===== config.mk =====
export PLATFORM = sky130hd
export DESIGN_NAME = pll_divider_solver
export DESIGN_NICKNAME = d
export VERILOG_FILES = /design/src/pds_pkg.sv /design/src/pll_divider_solver.sv /design/src/pds_div.sv /design/src/pds_datapath.sv /design/src/pds_ctrl.sv
export SDC_FILE = /design/constraint.sdc
export NUM_CORES = 1
export LEC_CHECK = 0
export BUFFER_PORTS_ARGS = -buffer_cell sky130_fd_sc_hd__buf_2
export CAP_MARGIN = 25
export CORE_AREA = 8 8 260 199
export CTS_CLUSTER_SIZE = 12
export DETAILED_ROUTE_END_ITERATION = 8
export DIE_AREA = 0 0 268 207
export PLACE_DENSITY = 0.71
export SETUP_SLACK_MARGIN = 0.4
export SLEW_MARGIN = 25
export SYNTH_ARGS = -nofsm -noshare
export SYNTH_HDL_FRONTEND = slang
export SYNTH_SLANG_ARGS = --single-unit

===== constraint.sdc =====
create_clock -name clk -period 5.36 [get_ports clk]
set_input_delay 1.072 -clock clk [delete_from_list [all_inputs] [get_ports clk]]
set_output_delay 1.072 -clock clk [all_outputs]
set_load 0.02 [all_outputs]

===== src/pds_pkg.sv =====
// ----------------------------------------------------------------------------
// PLL divider solver package
// Shared constants, command/status types and error codes.
// ----------------------------------------------------------------------------
`default_nettype none
package pds_pkg;
  localparam int PREDIV_MAX_DEF = 32;
  localparam int DIV_W = 49;            // dividend width (vco << 16)
  localparam int DVS_W = 33;            // divisor width

  localparam logic [32:0] ONE_GHZ     = 33'd1000000000;
  localparam logic [32:0] TWO_GHZ     = 33'd2000000000;
  localparam logic [32:0] FOUR_GHZ    = 33'd4000000000;
  localparam logic [32:0] VCO_MIN     = 33'd2500000000;
  localparam logic [32:0] VCO_R1_TOP  = 33'd3750000000;
  localparam logic [32:0] VCO_R23_TOP = 33'd5000000000;
  localparam logic [32:0] VCO_MAX     = 33'd6000000000;
  localparam logic [32:0] MINT_LOW    = 33'd16;
  localparam logic [32:0] MINT_HIGH   = 33'd1039;
  localparam logic [32:0] PR_LIMIT    = 33'd64;

  localparam logic [2:0] ERR_OK      = 3'd0;
  localparam logic [2:0] ERR_PREDIV  = 3'd1;
  localparam logic [2:0] ERR_MINT    = 3'd2;
  localparam logic [2:0] ERR_VCO     = 3'd3;
  localparam logic [2:0] ERR_DIVOVF  = 3'd4;
  localparam logic [2:0] ERR_TOOFAST = 3'd5;

  localparam logic [1:0] ADDR_REF   = 2'd0;
  localparam logic [1:0] ADDR_ASYNC = 2'd1;

  // datapath commands from the controller
  typedef struct packed {
    logic load;       // capture input item
    logic div_start;  // start one division
    logic div_sel;    // 0: ref/prediv, 1: feedback or pr division
    logic fb_sel;     // with div_sel: 0 feedback, 1 pr
    logic q_save;     // latch ref/prediv quotient
    logic p_inc;      // advance prediv
    logic out_init;   // set base post-divide
    logic dbl;        // double post-divide
    logic fb_save;    // latch feedback result
    logic pr_save;    // latch pr result
    logic fin;        // build result
  } pds_cmd_t;

  typedef struct packed {
    logic div_done;
    logic q_zero;
    logic fb_ok;      // integer part >= 16
    logic p_last;
    logic out_off;
    logic too_fast;
    logic out_zero;
    logic pr_ok;
    logic dbl_ovf;
  } pds_sts_t;
endpackage
`default_nettype wire


===== src/pll_divider_solver.sv =====
// Each item needs divisions through the shared radix-2 divider:
// up to 32 prediv trials (two divisions each) plus up to 6 output divisions,
// and only one item is in flight at a time.
// A finished result waits in the output register while the next item is taken.
// Synchronous active-low reset clears control state and loads register defaults.
// ----------------------------------------------------------------------------
// PLL divider solver top level
// Stream in/out, APB configuration, controller and datapath.
// ----------------------------------------------------------------------------
`default_nettype none
module pll_divider_solver #(
  parameter int PREDIV_MAX = pds_pkg::PREDIV_MAX_DEF
) (
  input  wire logic        clk,
  input  wire logic        rst_n,
  input  wire logic        in_tvalid,
  output logic             in_tready,
  input  wire logic [71:0] in_tdata,  // vco_hz[32:0] out_hz[65:33] out_off[66] which_output[67]
  output logic             out_tvalid,
  input  wire logic        out_tready,
  output logic [47:0]      out_tdata, // prediv_code mint_code mfrac vco_range post_div_code pr_code
                                      // out_select error_code, low to high
  input  wire logic        cfg_psel,
  input  wire logic        cfg_penable,
  input  wire logic        cfg_pwrite,
  input  wire logic [2:0]  cfg_paddr,
  input  wire logic [31:0] cfg_pwdata,
  output logic [31:0]      cfg_prdata,
  output logic             cfg_pready
);
  logic [30:0] ref_r;
  logic        async_r;
  logic        wr;
  logic [3:0]  cfg_addr;
  assign cfg_pready = 1'b1;
  assign wr = cfg_psel && cfg_penable && cfg_pwrite;
  assign cfg_addr = {1'b0, cfg_paddr};
  always_ff @(posedge clk) begin
    if (!rst_n) begin
      ref_r <= 31'd25000000; async_r <= 1'b0;
    end else if (wr) begin
      if (cfg_addr == {pds_pkg::ADDR_REF, 2'b00}) ref_r <= cfg_pwdata[30:0];
      if (cfg_addr == {pds_pkg::ADDR_ASYNC, 2'b00}) async_r <= cfg_pwdata[0];
    end
  end
  always_comb begin
    if (cfg_addr == {pds_pkg::ADDR_REF, 2'b00}) cfg_prdata = {1'b0, ref_r};
    else if (cfg_addr == {pds_pkg::ADDR_ASYNC, 2'b00}) cfg_prdata = {31'd0, async_r};
    else cfg_prdata = '0;
  end

  pds_pkg::pds_cmd_t cmd;
  pds_pkg::pds_sts_t sts;
  logic [71:0] res;

  pds_ctrl u_ctrl (.clk, .rst_n, .in_fire(in_tvalid && in_tready), .in_ready(in_tready),
                   .out_valid(out_tvalid), .out_ready(out_tready), .sts, .cmd);

  pds_datapath #(.PREDIV_MAX(PREDIV_MAX)) u_dp (
    .clk, .rst_n, .cmd, .sts, .ref_clock_hz(ref_r), .async_enable(async_r),
    .vco_hz(in_tdata[32:0]), .out_hz(in_tdata[65:33]), .out_off(in_tdata[66]),
    .which_output(in_tdata[67]), .result(res));

  // pack to output order
  assign out_tdata = {1'b0, res[2:0], res[3], res[9:4], res[13:10], res[15:14], res[31:16],
                      res[41:32], res[46:42]};
  logic unused;
  assign unused = ^{in_tdata[71:68], res[71:47]};
endmodule
`default_nettype wire


===== src/pds_div.sv =====
// ----------------------------------------------------------------------------
// Shared restoring divider
// One quotient bit per cycle, unsigned.
// ----------------------------------------------------------------------------
`default_nettype none
module pds_div (
  input  wire logic                       clk,
  input  wire logic                       rst_n,
  input  wire logic                       start,
  input  wire logic [pds_pkg::DIV_W-1:0]  dividend,
  input  wire logic [pds_pkg::DVS_W-1:0]  divisor,
  output logic                            done,
  output logic [pds_pkg::DIV_W-1:0]       quotient
);
  localparam int CW = $clog2(pds_pkg::DIV_W + 1);
  logic [pds_pkg::DIV_W-1:0] q_r, q_nxt;
  logic [pds_pkg::DVS_W:0]   rem_r, rem_nxt;
  logic [pds_pkg::DVS_W-1:0] dvs_r, dvs_nxt;
  logic [CW-1:0]             cnt_r, cnt_nxt;
  logic                      busy_r, busy_nxt, done_r, done_nxt;
  logic [pds_pkg::DVS_W:0]   trial;

  always_comb begin
    q_nxt = q_r; rem_nxt = rem_r; dvs_nxt = dvs_r; cnt_nxt = cnt_r;
    busy_nxt = busy_r; done_nxt = 1'b0;
    trial = {rem_r[pds_pkg::DVS_W-1:0], q_r[pds_pkg::DIV_W-1]};
    if (start) begin
      q_nxt = dividend; rem_nxt = '0; dvs_nxt = divisor;
      cnt_nxt = CW'(pds_pkg::DIV_W); busy_nxt = 1'b1;
    end else if (busy_r) begin
      // shift in next dividend bit and try subtract
      if (trial >= {1'b0, dvs_r}) begin
        rem_nxt = trial - {1'b0, dvs_r};
        q_nxt = {q_r[pds_pkg::DIV_W-2:0], 1'b1};
      end else begin
        rem_nxt = trial;
        q_nxt = {q_r[pds_pkg::DIV_W-2:0], 1'b0};
      end
      cnt_nxt = cnt_r - 1'b1;
      if (cnt_r == CW'(1)) begin
        busy_nxt = 1'b0; done_nxt = 1'b1;
      end
    end
  end

  always_ff @(posedge clk) begin
    if (!rst_n) begin
      busy_r <= 1'b0; done_r <= 1'b0; cnt_r <= '0;
    end else begin
      busy_r <= busy_nxt; done_r <= done_nxt; cnt_r <= cnt_nxt;
    end
    q_r <= q_nxt; rem_r <= rem_nxt; dvs_r <= dvs_nxt;
  end

  assign done = done_r;
  assign quotient = q_r;
endmodule
`default_nettype wire


===== src/pds_datapath.sv =====
// ----------------------------------------------------------------------------
// Solver datapath
// Operand registers, shared divider and result assembly.
// ----------------------------------------------------------------------------
`default_nettype none
module pds_datapath #(
  parameter int PREDIV_MAX = pds_pkg::PREDIV_MAX_DEF
) (
  input  wire logic              clk,
  input  wire logic              rst_n,
  input  wire pds_pkg::pds_cmd_t cmd,
  output pds_pkg::pds_sts_t      sts,
  input  wire logic [30:0]       ref_clock_hz,
  input  wire logic              async_enable,
  input  wire logic [32:0]       vco_hz,
  input  wire logic [32:0]       out_hz,
  input  wire logic              out_off,
  input  wire logic              which_output,
  output logic [71:0]            result
);
  localparam int PW = $clog2(PREDIV_MAX + 1);
  logic [32:0] vco_r, ohz_r;
  logic        off_r, sel_r;
  logic [PW-1:0] p_r;
  logic [30:0] q_r;
  logic [32:0] mint_r;
  logic [15:0] frac_r;
  logic [32:0] f_r;
  logic [6:0]  div_r;
  logic [1:0]  d32_r, d10_r;
  logic [32:0] pr_r;
  logic        err_pre_r, err_mint_r, err_fast_r, err_ovf_r;
  logic [71:0] res_r;

  logic [pds_pkg::DIV_W-1:0] dnd, quo;
  logic [pds_pkg::DVS_W-1:0] dvs;
  logic done;

  always_comb begin
    if (!cmd.div_sel) begin
      dnd = {18'd0, ref_clock_hz}; dvs = pds_pkg::DVS_W'(p_r);
    end else if (!cmd.fb_sel) begin
      dnd = {vco_r, 16'd0}; dvs = {2'd0, q_r};
    end else begin
      // ceil(f/out) as (f+out-1)/out; out never 0 here
      dnd = pds_pkg::DIV_W'({1'b0, f_r} + {1'b0, ohz_r} - 34'd1);
      dvs = ohz_r;
    end
  end

  pds_div u_div (.clk, .rst_n, .start(cmd.div_start), .dividend(dnd),
                 .divisor(dvs), .done, .quotient(quo));

  logic [32:0] pr_fix;
  logic [1:0]  range;
  logic [2:0]  err;
  assign pr_fix = (pr_r == 33'd0) ? 33'd1 : pr_r;

  always_comb begin
    if (vco_r <= pds_pkg::VCO_R1_TOP)       range = 2'd0;
    else if (vco_r <= pds_pkg::FOUR_GHZ)    range = 2'd1;
    else if (vco_r <= pds_pkg::VCO_R23_TOP) range = 2'd2;
    else                                    range = 2'd3;
    priority if (err_pre_r)  err = pds_pkg::ERR_PREDIV;
    else if (err_mint_r)     err = pds_pkg::ERR_MINT;
    else if (err_fast_r)     err = pds_pkg::ERR_TOOFAST;
    else if (err_ovf_r)      err = pds_pkg::ERR_DIVOVF;
    else if (vco_r < pds_pkg::VCO_MIN || vco_r > pds_pkg::VCO_MAX)
      err = pds_pkg::ERR_VCO;
    else err = pds_pkg::ERR_OK;
  end

  always_ff @(posedge clk) begin
    if (cmd.load) begin
      vco_r <= vco_hz; ohz_r <= out_hz; off_r <= out_off; sel_r <= which_output;
      p_r <= PW'(1); err_pre_r <= 1'b0; err_mint_r <= 1'b0;
      err_fast_r <= 1'b0; err_ovf_r <= 1'b0;
    end
    if (cmd.q_save) q_r <= quo[30:0];
    if (cmd.p_inc) begin
      if (p_r == PW'(PREDIV_MAX)) err_pre_r <= 1'b1;
      p_r <= p_r + 1'b1;
    end
    if (cmd.fb_save) begin
      if (q_r == 31'd0) begin
        mint_r <= pds_pkg::MINT_HIGH + 33'd1; frac_r <= '0;
      end else begin
        mint_r <= quo[48:16]; frac_r <= quo[15:0];
      end
    end
    if (cmd.out_init) begin
      if (mint_r > pds_pkg::MINT_HIGH) err_mint_r <= 1'b1;
      if (ohz_r > pds_pkg::ONE_GHZ) begin
        // a disabled output never takes the fast path check
        if (!async_enable && !off_r) err_fast_r <= 1'b1;
        d32_r <= 2'd0; div_r <= 7'd2; f_r <= vco_r >> 1;
      end else if (vco_r <= pds_pkg::TWO_GHZ) begin
        d32_r <= 2'd0; div_r <= 7'd2; f_r <= vco_r >> 1;
      end else if (vco_r <= pds_pkg::FOUR_GHZ) begin
        d32_r <= 2'd2; div_r <= 7'd4; f_r <= vco_r >> 2;
      end else begin
        d32_r <= 2'd3; div_r <= 7'd8; f_r <= vco_r >> 3;
      end
      d10_r <= 2'd0;
    end
    if (cmd.pr_save) pr_r <= quo[32:0];
    if (cmd.dbl) begin
      if (div_r < 7'd8) d32_r <= (d32_r != 2'd0) ? 2'd3 : 2'd2;
      else if (div_r < 7'd64) d10_r <= d10_r + 2'd1;
      else err_ovf_r <= 1'b1;
      div_r <= {div_r[5:0], 1'b0};
      f_r <= f_r >> 1;
    end
    if (cmd.fin) begin
      if (err != pds_pkg::ERR_OK)
        res_r <= {38'd0, 30'd0, sel_r, err};
      else
        res_r <= {25'd0, 5'(p_r - 1'b1), 10'(mint_r - pds_pkg::MINT_LOW), frac_r,
                  range, off_r ? 4'hF : {d32_r, d10_r},
                  off_r ? 6'h3F : 6'(pr_fix - 33'd1), sel_r, err};
    end
  end

  // result layout: err[2:0] sel[3] pr[9:4] pdc[13:10] rng[15:14] frac[31:16]
  // mint[41:32] prediv[46:42]
  assign result = {25'd0, res_r[46:0]};

  assign sts.div_done = done;
  assign sts.q_zero   = (q_r == 31'd0);
  assign sts.fb_ok    = (quo[48:16] >= pds_pkg::MINT_LOW);
  assign sts.p_last   = (p_r == PW'(PREDIV_MAX));
  assign sts.out_off  = off_r;
  assign sts.too_fast = (ohz_r > pds_pkg::ONE_GHZ) && !async_enable;
  assign sts.out_zero = (ohz_r == 33'd0);
  assign sts.pr_ok    = (quo[32:0] <= pds_pkg::PR_LIMIT) && (quo[48:33] == '0);
  assign sts.dbl_ovf  = (div_r >= 7'd64);

  logic unused;
  assign unused = ^{rst_n, res_r[71:47]};
endmodule
`default_nettype wire


===== src/pds_ctrl.sv =====
// ----------------------------------------------------------------------------
// Solver controller
// Sequences prediv search, feedback ratio and output divider search.
// ----------------------------------------------------------------------------
`default_nettype none
module pds_ctrl (
  input  wire logic              clk,
  input  wire logic              rst_n,
  input  wire logic              in_fire,
  output logic                   in_ready,
  output logic                   out_valid,
  input  wire logic              out_ready,
  input  wire pds_pkg::pds_sts_t sts,
  output pds_pkg::pds_cmd_t      cmd
);
  typedef enum logic [8:0] {
    S_IDLE = 9'b000000001, S_QDIV = 9'b000000010, S_QW = 9'b000000100,
    S_FDIV = 9'b000001000, S_FW = 9'b000010000, S_OINIT = 9'b000100000,
    S_PDIV = 9'b001000000, S_PW = 9'b010000000, S_FIN = 9'b100000000
  } st_t;
  st_t st_r, st_nxt;
  logic ov_r, ov_nxt, err_r, err_nxt;

  always_comb begin
    st_nxt = st_r; cmd = '0; err_nxt = err_r;
    ov_nxt = ov_r && !out_ready;
    unique case (st_r)
      S_IDLE: if (in_fire) begin cmd.load = 1'b1; st_nxt = S_QDIV; err_nxt = 1'b0; end
      S_QDIV: begin cmd.div_start = 1'b1; st_nxt = S_QW; end
      S_QW: if (sts.div_done) begin cmd.q_save = 1'b1; st_nxt = S_FDIV; end
      S_FDIV: begin
        if (sts.q_zero) begin cmd.fb_save = 1'b1; st_nxt = S_OINIT; end
        else begin cmd.div_start = 1'b1; cmd.div_sel = 1'b1; st_nxt = S_FW; end
      end
      S_FW: begin
        cmd.div_sel = 1'b1;
        if (sts.div_done) begin
          if (sts.fb_ok) begin cmd.fb_save = 1'b1; st_nxt = S_OINIT; end
          else begin
            cmd.p_inc = 1'b1;
            if (sts.p_last) begin err_nxt = 1'b1; st_nxt = S_FIN; end
            else st_nxt = S_QDIV;
          end
        end
      end
      S_OINIT: begin
        cmd.out_init = 1'b1;
        if (sts.out_off || sts.too_fast) st_nxt = S_FIN;
        else st_nxt = S_PDIV;
      end
      S_PDIV: begin
        if (sts.out_zero) begin
          cmd.dbl = 1'b1;
          if (sts.dbl_ovf) st_nxt = S_FIN;
        end else begin
          cmd.div_start = 1'b1; cmd.div_sel = 1'b1; cmd.fb_sel = 1'b1; st_nxt = S_PW;
        end
      end
      S_PW: begin
        cmd.div_sel = 1'b1; cmd.fb_sel = 1'b1;
        if (sts.div_done) begin
          cmd.pr_save = 1'b1;
          if (sts.pr_ok) st_nxt = S_FIN;
          else begin
            cmd.dbl = 1'b1;
            st_nxt = sts.dbl_ovf ? S_FIN : S_PDIV;
          end
        end
      end
      S_FIN: if (!ov_r || out_ready) begin cmd.fin = 1'b1; ov_nxt = 1'b1; st_nxt = S_IDLE; end
      default: st_nxt = S_IDLE;
    endcase
  end

  always_ff @(posedge clk) begin
    if (!rst_n) begin
      st_r <= S_IDLE; ov_r <= 1'b0; err_r <= 1'b0;
    end else begin
      st_r <= st_nxt; ov_r <= ov_nxt; err_r <= err_nxt;
    end
  end

  assign in_ready  = (st_r == S_IDLE);
  assign out_valid = ov_r;

  a_one_hot: assert property (@(posedge clk) disable iff (!rst_n) $onehot(st_r))
    else $error("state not one-hot");
  a_load_idle: assert property (@(posedge clk) disable iff (!rst_n)
    cmd.load |-> st_r == S_IDLE) else $error("load outside idle");
  a_fin_out: assert property (@(posedge clk) disable iff (!rst_n)
    cmd.fin |=> out_valid) else $error("result not presented");
endmodule
`default_nettype wire


## Word level (Yosys, flattened, before mapping)

Index checks and enable logic that the tools add are counted.
W data, S select, Z words.

| cells by class | value |
|---|---|
| order comparisons | 14 |
| reduce and logical (&&, ||, !) cells | 33 |
| eq/ne operators | 18 |
| add/sub/neg operators | 9 |
| mux-type cells | 103 |
| bitwise operators | 2 |

Operators with widths:

| cell | count |
|---|---|
| $mux W49 | 4 |
| $mux W9 | 12 |
| $mux W33 | 3 |
| $mux W31 | 3 |
| $pmux W9 S9 | 1 |
| $le A33 B32 Y1 const B | 2 |
| $logic_not A33 Y1 | 2 |
| $mux W32 | 2 |
| $sub A49 B1 Y49 const B | 1 |
| $mux W6 | 8 |
| $mux W1 | 42 |
| $add A33 B33 Y34 | 1 |
| $ge A34 B33 Y1 | 1 |
| $ge A33 B5 Y1 const B | 1 |
| $gt A33 B11 Y1 const B | 1 |
| $gt A33 B30 Y1 const B | 1 |
| $gt A33 B33 Y1 const B | 1 |
| $le A33 B31 Y1 const B | 1 |
| $le A33 B33 Y1 const B | 1 |
| $le A33 B7 Y1 const B | 1 |
| $lt A33 B32 Y1 const B | 1 |
| $sub A33 B33 Y33 | 1 |
| $logic_not A31 Y1 | 1 |
| $mux W7 | 4 |
| other kinds (39) | 83 |

| word-level totals | value |
|---|---|
| register bits | 447 |
| input bits | 114 |

## Logic depth before layout (Yosys ltp)

Gate-level depths: netlist (run 1).

| logic depth | value |
|---|---|
| depth in word-level cells | 9 |
| mapped depth | 16 |

## Modules after synthesis

From an unflattened synthesis (run 1), not the netlist that was laid out.

| second synthesis, totals | value |
|---|---|
| cell total of the unflattened synthesis | 2,420 |
| area, all modules | 25,090.3 sq um |

Modules (own cells, without submodules):

| module | instances | sequential area each (sq um) | cells an instance | area an instance (sq um) |
|---|---|---|---|---|
| pds_datapath | 1 | 8,328.0 | 1,485 | 15,860.2 |
| pds_div | 1 | 3,283.1 | 634 | 6,731.5 |
| pll_divider_solver | 1 | 640.6 | 186 | 1,595.3 |
| pds_ctrl | 1 | 200.2 | 115 | 903.4 |

## Worst setup path before layout (run 1)

No wires, ideal clock.

| path | value |
|---|---|
| path kind | register -> register |
| start point | register u_ctrl.st_r[0] |
| end point | register u_dp.frac_r[0], enable pin |
| path buffers | 0 |
| setup slack | -0.156 ns |
| arrival time | 4.991 ns |
| stages on the path, launching flop included | 6 |
| library setup time | 0.525 ns |
| path through | dfxtp_1 nor3_1 nand2_1 or3_1 or3b_2 o21ai_0 |

RTL lines:

| what | RTL line | text |
|---|---|---|
| start: declaration | pds_ctrl.sv:21 | `st_t st_r, st_nxt;` |
| start signal: assignment | pds_ctrl.sv:79 | `st_r <= st_nxt; ov_r <= ov_nxt; err_r <= err_nxt;` |
| end signal: assignment | pds_datapath.sv:88 | `mint_r <= quo[48:16]; frac_r <= quo[15:0];` |
| end: declaration | pds_datapath.sv:27 | `logic [15:0] frac_r;` |

## Final worst setup path (run 1)

| path | value |
|---|---|
| start point | register u_dp.ohz_r[0] |
| end point | register u_dp.u_div.q_r (netlist bit u_dp.u_div.quotient[31]), data pin |

| on the way | value |
|---|---|
| cells in the longest elaborated chain, start to end | 6 |
| elaborated cells between the ends (all ways) | 10 |

RTL lines:

| what | RTL line | text |
|---|---|---|
| start: declaration | pds_datapath.sv:22 | `logic [32:0] vco_r, ohz_r;` |
| start signal: assignment | pds_datapath.sv:75 | `vco_r <= vco_hz; ohz_r <= out_hz; off_r <= out_off; sel_r <= which_output;` |
| branches (longest 5 deep; another with $sub A49 B1 Y49) | n/a |  |
| $mux W49 * | pds_div.sv:27 | `if (start) begin` |
| net u_dp.u_div.q_nxt (one bit) | pds_div.sv:16 | `logic [pds_pkg::DIV_W-1:0] q_r, q_nxt;` |
| end signal: assignment | pds_div.sv:52 | `q_r <= q_nxt; rem_r <= rem_nxt; dvs_r <= dvs_nxt;` |
| end: declaration | pds_div.sv:16 |  |

Mark *: on every way through the listed nets, which the timed path passes.
A chain may end at the register's enable or synchronous reset.

==> results of run 1 <==
-- power by group through the flow --
stage	sequential (W)	combinational, W	clock [W]
floorplan	0.00466	0.00290	0
global placement	0.00502	0.00353	0
detailed placement	0.00503	0.00364	0
CTS	0.00496	0.00367	0.00324
global route	0.00503	0.00412	0.00337
finish	0.00499	0.00371	0.00319
-- routing by layer --
metal  global-route usage, %  vias to the layer above  routed length [um]
li1                        -                     8684                   -
met2                    37.4                      863               31000
met3                    5.45                      146                6430
met4                    8.26                        6                2400
met1                    32.8                     8952               29000
met5                       0                        -                  37
-- what timing repair did --
| action | 4_1_cts | 5_1_grt |
|---|---|---|
| endpoints found under the hold margin | 0 | 0 |
| gates resized for setup | 0 | 2 |
| setup endpoints to repair | 0 | 16 |
-- critical path, stage by stage, from the launching register on --
cell       delay, ns
edfxtp_1        0.48
ha_1            0.27
fa_1            0.43
a211oi_1        0.26
o211ai_1        0.28
a2111oi_0       0.55
nor3_1          0.18
a211oi_2        0.33
and4_4          0.29
nor4b_4         0.31
nand4_1         0.22
or2_4           0.31
and3_1          0.16
or3_1           0.33
-- sequential cells by signal, summed over array words and instances, names as in the netlist, 2 cells and up --
signal	count
u_dp.u_div.quotient	49
u_dp.res_r	47
u_dp.mint_r	33
u_dp.ohz_r	33
u_dp.pr_r	33
u_dp.u_div.dvs_r	33
u_dp.u_div.rem_r	33
u_dp.vco_r	33
u_dp.f_r	32
ref_r	31
u_dp.q_r	31
u_dp.frac_r	16
u_ctrl.st_r	9
u_dp.div_r	6
u_dp.p_r	6
u_dp.u_div.cnt_r	6
u_dp.d10_r	2
u_dp.d32_r	2
-- area by class of cell --
cell class	count	share of cell area [%]
Sequential cell	445	46.7
Multi-Input combinational cell	1633	39.0
Clock buffer	76	5.08
Timing Repair Buffer	219	4.45
Tap cell	648	3.04
Inverter	73	1.04
Clock inverter	12	0.606
-- cell families after synthesis --
family	Yosys count	synth area share, %
DFF	445	52.9
xor gates and xnor gates	87	3.24
buffers and inverters	200	3.32
other	2	0.0319
adders and majority gates	76	4.11
AOI/OAI and AO/OA	529	14.7
muxes	75	3.34
and+or+nand+nor	863	18.4
-- through the flow --
step	hold slack, ns	cell area (um2)	util [%]
final	0.418	26700	55.6
after global routing	0.426	26700	55.6
after CTS	0.418	26600	55.6
after detailed placement	0.405	25100	52.5
after global placement	0.403	25100	52.4
after floorplan	0.400	23500	-
-- cell usage after synthesis (17+ instances only) --
master    instances
mux2_2           27
mux2i_1          48
o21ai_0         123
a21boi_0         27
a21oi_1         149
a21o_1           25
nand3_1          41
nor2b_1          65
ha_1             74
inv_1            72
nand4_1          37
nor4_1           49
nand2_1         268
clkbuf_1        103
dfxtp_1          91
nor3_1           58
and2_1           68
a221oi_1         17
xnor2_1          55
a221o_1          18
o211ai_1         17
a211oi_1         20
xor2_1           32
edfxtp_1        354
nor2_1          174
-- worst max path at each step --
stage / end / start / slack (ns) / cells after the start
CTS: u_dp.u_div.quotient[39]$_DFFE_PP_ / u_dp.ohz_r[0]$_DFFE_PP_ / 0.57 / 13
floorplan: u_dp.frac_r[0]$_SDFFCE_PP0P_ / u_ctrl.st_r[0]$_SDFFE_PN1P_ / 1.18 / 5
detailed placement: u_dp.u_div.quotient[43]$_DFFE_PP_ / u_dp.ohz_r[0]$_DFFE_PP_ / 0.72 / 13
global route: u_dp.u_div.quotient[31]$_DFFE_PP_ / u_dp.ohz_r[0]$_DFFE_PP_ / 0.42 / 13
global placement: u_dp.u_div.quotient[33]$_DFFE_PP_ / u_dp.ohz_r[0]$_DFFE_PP_ / 0.80 / 13
finish: u_dp.u_div.quotient[31]$_DFFE_PP_ / u_dp.ohz_r[0]$_DFFE_PP_ / 0.69 / 13
==> results.sh, run 1 <==
export IMPL_cellPowerDensity_nw_per_um2=446
export IMPL_clkLatencyLatePin_ns=0.62
export IMPL_routed_via_density=6.00
export IMPL_antenna_cells=0
export IMPL_overflow=0
export IMPL_cts_root_buf="clkbuf_16"
export IMPL_max_freq_mhz=214
export IMPL_period_minus_slack_ns=4.67
export IMPL_num_vias=18651
export IMPL_tns_ns=0
export IMPL_ant_nets=0
export IMPL_post_place_ws_ns=0.717
export IMPL_multi_input_area_um2=10400
export IMPL_drt_iter0_drc=2049
export IMPL_synth_top_area_share_pct=45.2
export IMPL_syn_inst=2277
export IMPL_internal_power_w=0.00763
export IMPL_min_period_over_period_pct=87.2
export IMPL_gp_congestion=0.947
export IMPL_hold_viol=0
export IMPL_p_sw_share_pct=35.8
export IMPL_status="finished clean"
export IMPL_clock_sinks=445
export IMPL_end_kind="flop"
export IMPL_initial_utilization_pct=49.1
export IMPL_whs_path_depth=0
export IMPL_reg2reg_depth=13
export IMPL_fp_dieArea_um2=55500
export IMPL_synth_area_leader_cell="edfxtp_1"
export IMPL_p_clk_share_pct=26.8
export IMPL_grt_max_degree=72
export IMPL_layout_common_cells="edfxtp_1 (354), nand2_1 (268), buf_2 (188)"
export IMPL_dp_hpwl_um=50900
export IMPL_yosysSeqAreaShare_pct=52.9
export IMPL_die_x_um=268
export IMPL_dieHeight_um=207
export IMPL_track_usage_pct=24.0
export IMPL_synth_warnings=0
export IMPL_switching_power_w=0.00426
export IMPL_pwr_share_comb_pct=31.2
export IMPL_seqPwrFrac_pct=42.0
export IMPL_p_total_w=0.0119
export IMPL_syn_to_final_growth_pct=13.3
export IMPL_ff_latch_area_um2=12500
export IMPL_rr_endpoint="u_dp.u_div.quotient[31]$_DFFE_PP_"
export IMPL_start_kind="flop"
export IMPL_first_pass_iters=6
export IMPL_slew_headroom_pct=35.7
export IMPL_yosys_register_bits=445
export IMPL_hold_path_endpoint="u_dp.res_r[3]$_DFFE_PP_"
export IMPL_post_cts_buffers=0
export IMPL_path_clk_slew_ns=0.06
export IMPL_r2r_start="u_dp.ohz_r[0]$_DFFE_PP_"
export IMPL_crit_type="flop to flop"
export IMPL_setup_viol=0
export IMPL_clock_path_buffers=3
export IMPL_place_inst=3018
export IMPL_final_setup_worst_slack_ns=0.687
export IMPL_worst_ir_drop_vdd_uv=283
export IMPL_crit_fanout=6
export IMPL_grt_pass1_vias=17750
export IMPL_worst_pin_slew_ns=0.961
export IMPL_drc=0
export IMPL_worst_clock_skew_ns=0.0507
export IMPL_h_tree_depth=2
export IMPL_synth_edff_count=354
export IMPL_maxCapViolations=0
export IMPL_arrival_ns=5.01
export IMPL_wl_per_cell_um=22.2
export IMPL_synthTopCellsByArea="edfxtp_1 (45%), dfxtp_1 (7.7%), nand2_1 (4.3%)"
export IMPL_final_nets=2609
export IMPL_mostFrequentLayoutCell="edfxtp_1"
export IMPL_drive_gt1_share_pct=14.8
export IMPL_fill_cells=4181
export IMPL_critPathRequiredTime_ns=5.70
export IMPL_synth_avg_cell_area_um2=10.3
export IMPL_power_leakage_nw=9.89
export IMPL_netlist_area_um2=23500
export IMPL_ys_flop_type="edfxtp_1"
export IMPL_synth_cell_type_count=89
export IMPL_port_buffers=188
export IMPL_synth_async_reset_ratio_pct=0
export IMPL_antenna_found_initial=4
export IMPL_drt_wl_total_um=68800
export IMPL_postCtsHoldBufs=0
export IMPL_drv_slew=0
export IMPL_core_um2=47900
export IMPL_num_rows=70
export IMPL_cts_tree="built"
export IMPL_pin_count=197
export IMPL_r2r_slack_ns=0.69
export IMPL_fin_cells=3106
export IMPL_rsz0062_at_grt="false"
export IMPL_min_from="u_dp.sel_r$_DFFE_PP_"
export IMPL_hp_class="flop to flop"
export IMPL_grt_pass1_wl_um=104000
export IMPL_cts_buffers=47
Power figures use the tool's default switching activity.
==> run 2: changes to the inputs <==
- ABC_AREA: not set -> 1
- CORE_AREA: 8 8 260 199 -> 8 8 271 208
- DIE_AREA: 0 0 268 207 -> 0 0 279 216
- PLACE_DENSITY: 0.71 -> 0.7
==> run 2 against run 1 <==
Final cell count increased by 33%. Highest routed layer is now met4. Wire length increased by 15%. Cell area increased by 7.9%. Sequential share of layout area decreased by 3.4 points. Non-clock buffer count decreased by 9. Clock power increased by 1%. Power decreased by 6.6%. Critical endpoint is now u_dp.u_div.rem_r[17]$_SDFFE_PP0P_. Fmax increased by 13%. Clock skew decreased by 0.036 ns.
==> results.sh, run 2 <==
export IMPL_cts_root_buf="clkbuf_16"
export IMPL_drt_iter0_drc=2152
export IMPL_synth_most_common_cell="nand2_1"
export IMPL_fp_dieArea_um2=60300
export IMPL_wl_per_cell_um=19.2
export IMPL_period_minus_slack_ns=4.14
export IMPL_final_setup_worst_slack_ns=1.22
export IMPL_hp_class="flop to flop"
export IMPL_pin_count=197
export IMPL_power_leakage_nw=12.5
export IMPL_drv_slew=0
export IMPL_antenna_found_initial=1
export IMPL_grt_pass1_wl_um=121000
export IMPL_synth_edff_count=354
export IMPL_grt_max_degree=89
export IMPL_synth_cell_type_count=59
export IMPL_syn_to_final_growth_pct=12.0
export IMPL_worst_path_stages=13
export IMPL_synth_avg_cell_area_um2=7.98
export IMPL_path_buf_inv=3
export IMPL_whs_path_depth=0
export IMPL_largest_register_ff_count=49
export IMPL_rsz0062_at_grt="false"
export IMPL_synth_warnings=0
export IMPL_drt_wl_total_um=79200
export IMPL_cts_tree="built"
export IMPL_post_place_ws_ns=1.34
export IMPL_grt_pass1_vias=20795
export IMPL_critPathRequiredTime_ns=5.88
export IMPL_yosys_top_cells_count="nand2_1 (703), inv_1 (489), nor2_1 (417)"
export IMPL_dieHeight_um=216
export IMPL_cpPeakStageDelay_ns=0.69
export IMPL_crit_type="flop to flop"
export IMPL_multi_input_area_um2=10900
export IMPL_netlist_area_um2=25700
export IMPL_port_buffers=188
export IMPL_hold_viol=0
export IMPL_dp_hpwl_um=60700
export IMPL_yosys_register_bits=445
export IMPL_postCtsHoldBufs=0
export IMPL_synth_area_leader_cell="edfxtp_1"
export IMPL_crit_family="simple AND/OR/NAND/NOR gates"
export IMPL_ys_flop_type="edfxtp_1"
export IMPL_start_kind="flop"
export IMPL_first_pass_iters=6
export IMPL_synth_async_reset_ratio_pct=0
export IMPL_cellPowerDensity_nw_per_um2=386
export IMPL_layout_common_cells="nand2_1 (701), inv_1 (486), nor2_1 (413)"
export IMPL_clock_sinks=445
export IMPL_initial_utilization_pct=49.3
export IMPL_num_vias=22292
export IMPL_min_period_over_period_pct=77.2
export IMPL_fin_util_pct=55.1
export IMPL_synthTopCellsByArea="edfxtp_1 (41%), nand2_1 (10%), inv_1 (7.1%)"
export IMPL_ff_latch_area_um2=12500
export IMPL_track_usage_pct=25.6
export IMPL_path_clk_slew_ns=0.06
export IMPL_overflow=0
export IMPL_end_kind="flop"
export IMPL_syn_inst=3217
export IMPL_drive_gt1_share_pct=11.4
export IMPL_cp_cell_sequence="or2_1 -> nor3_1 -> nand4_1 -> nor2_1 -> inv_1 -> nand2_2 -> nand2_1 -> nor2_2 -> inv_2 -> nor2_2 -> buf_4 -> nand2_1 -> o21ai_0"
export IMPL_maxCapViolations=0
export IMPL_slew_headroom_pct=27.7
export IMPL_arrival_ns=4.66
export IMPL_clock_path_buffers=3
export IMPL_post_cts_buffers=0
export IMPL_setup_viol=0
export IMPL_crit_fanout=16
export IMPL_synth_top_area_share_pct=41.4
export IMPL_routed_via_density=5.40
export IMPL_core_um2=52200
export IMPL_worst_path_max_delay_cell="nor2_2"
export IMPL_tns_ns=0
export IMPL_drc=0
export IMPL_reg2reg_depth=13
export IMPL_h_tree_depth=2
export IMPL_yosysSeqAreaShare_pct=48.5
export IMPL_cts_repair_resized=0
export IMPL_num_rows=73
export IMPL_mostFrequentLayoutCell="nand2_1"
export IMPL_final_nets=3565
export IMPL_cts_buffers=47
export IMPL_ant_nets=0
export IMPL_status="finished clean"
export IMPL_worst_pin_slew_ns=1.08
export IMPL_die_x_um=279
export IMPL_worst_clock_skew_ns=0.0143
export IMPL_clkLatencyLatePin_ns=0.59
export IMPL_worst_ir_drop_vdd_uv=254
export IMPL_fill_cells=4905
export IMPL_max_freq_mhz=242
export IMPL_gp_congestion=0.996
==> run 2: cell types whose count changed in the layout (fill, tap and decap cells not counted), sizes merged, moves of 24 or more <==
cell / previous run / this run
nand3: 41 / 148
o21ai: 126 / 245
nand2: 268 / 733
a21o: 25 / 1
mux2: 27 / 0
nor2b: 65 / 0
a21boi: 29 / 4
nand4: 37 / 63
xnor2: 55 / 21
inv: 73 / 514
and2: 69 / 1
o211ai: 17 / 49
mux2i: 48 / 0
nor2: 174 / 443
==> run 2: layout make-up <==
class | instances | area share [%]
Tap cell | 712 | 3.10
Sequential cell | 445 | 43.3
Multi-Input combinational cell | 2157 | 37.8
Inverter | 514 | 6.71
Antenna cell | 2 | 0.0174
Clock buffer | 71 | 4.58
Timing Repair Buffer | 210 | 3.85
Clock inverter | 15 | 0.670
==> run 2: kinds of logic after synthesis <==
kind of cell	Yosys count	share of synthesized area [%]
xor gates and xnor gates	43	1.50
AOI/OAI and AO/OA	520	11.3
adders and majority gates	76	3.76
DFF	445	48.5
other	2	0.0292
and+or+nand+nor	1515	25.6
buffers and inverters	616	9.34
==> run 2: path summary, 6_finish.rpt <==
check | from | endpoint | slack [ns]
max reg2reg | u_dp.ohz_r[9]$_DFFE_PP_ | u_dp.u_div.rem_r[17]$_SDFFE_PP0P_ | 1.22
max | u_dp.ohz_r[9]$_DFFE_PP_ | u_dp.u_div.rem_r[17]$_SDFFE_PP0P_ | 1.22
min reg2reg | u_dp.sel_r$_DFFE_PP_ | u_dp.res_r[3]$_DFFE_PP_ | 0.44
min | u_dp.sel_r$_DFFE_PP_ | u_dp.res_r[3]$_DFFE_PP_ | 0.44
==> run 2: metal layers <==
metal  global-route usage (%)  vias up  routed length [um]
met1                     36.1    10270               35400
met5                        0        -                   0
li1                         -    10993                   -
met4                     9.82        0                3040
met2                     38.9      867               34300
met3                     4.65      162                6480
==> run 2: power by group <==
part | switching (W) | internal, W | total [W]
combinational | 0.00222 | 0.000959 | 0.00318
clock | 0.00138 | 0.00185 | 0.00323
sequential | 0.000441 | 0.00426 | 0.00470
==> run 2: metrics by stage <==
stage	total power (W)	cells	hold WS, ns	area [um2]
floorplan	0.00693	3218	0.400	25700
global placement	0.00785	4038	0.440	27200
detailed placement	0.00788	4038	0.436	27200
CTS	0.0111	4124	0.452	28800
global route	0.0117	4124	0.459	28800
finish	0.0111	4126	0.437	28800
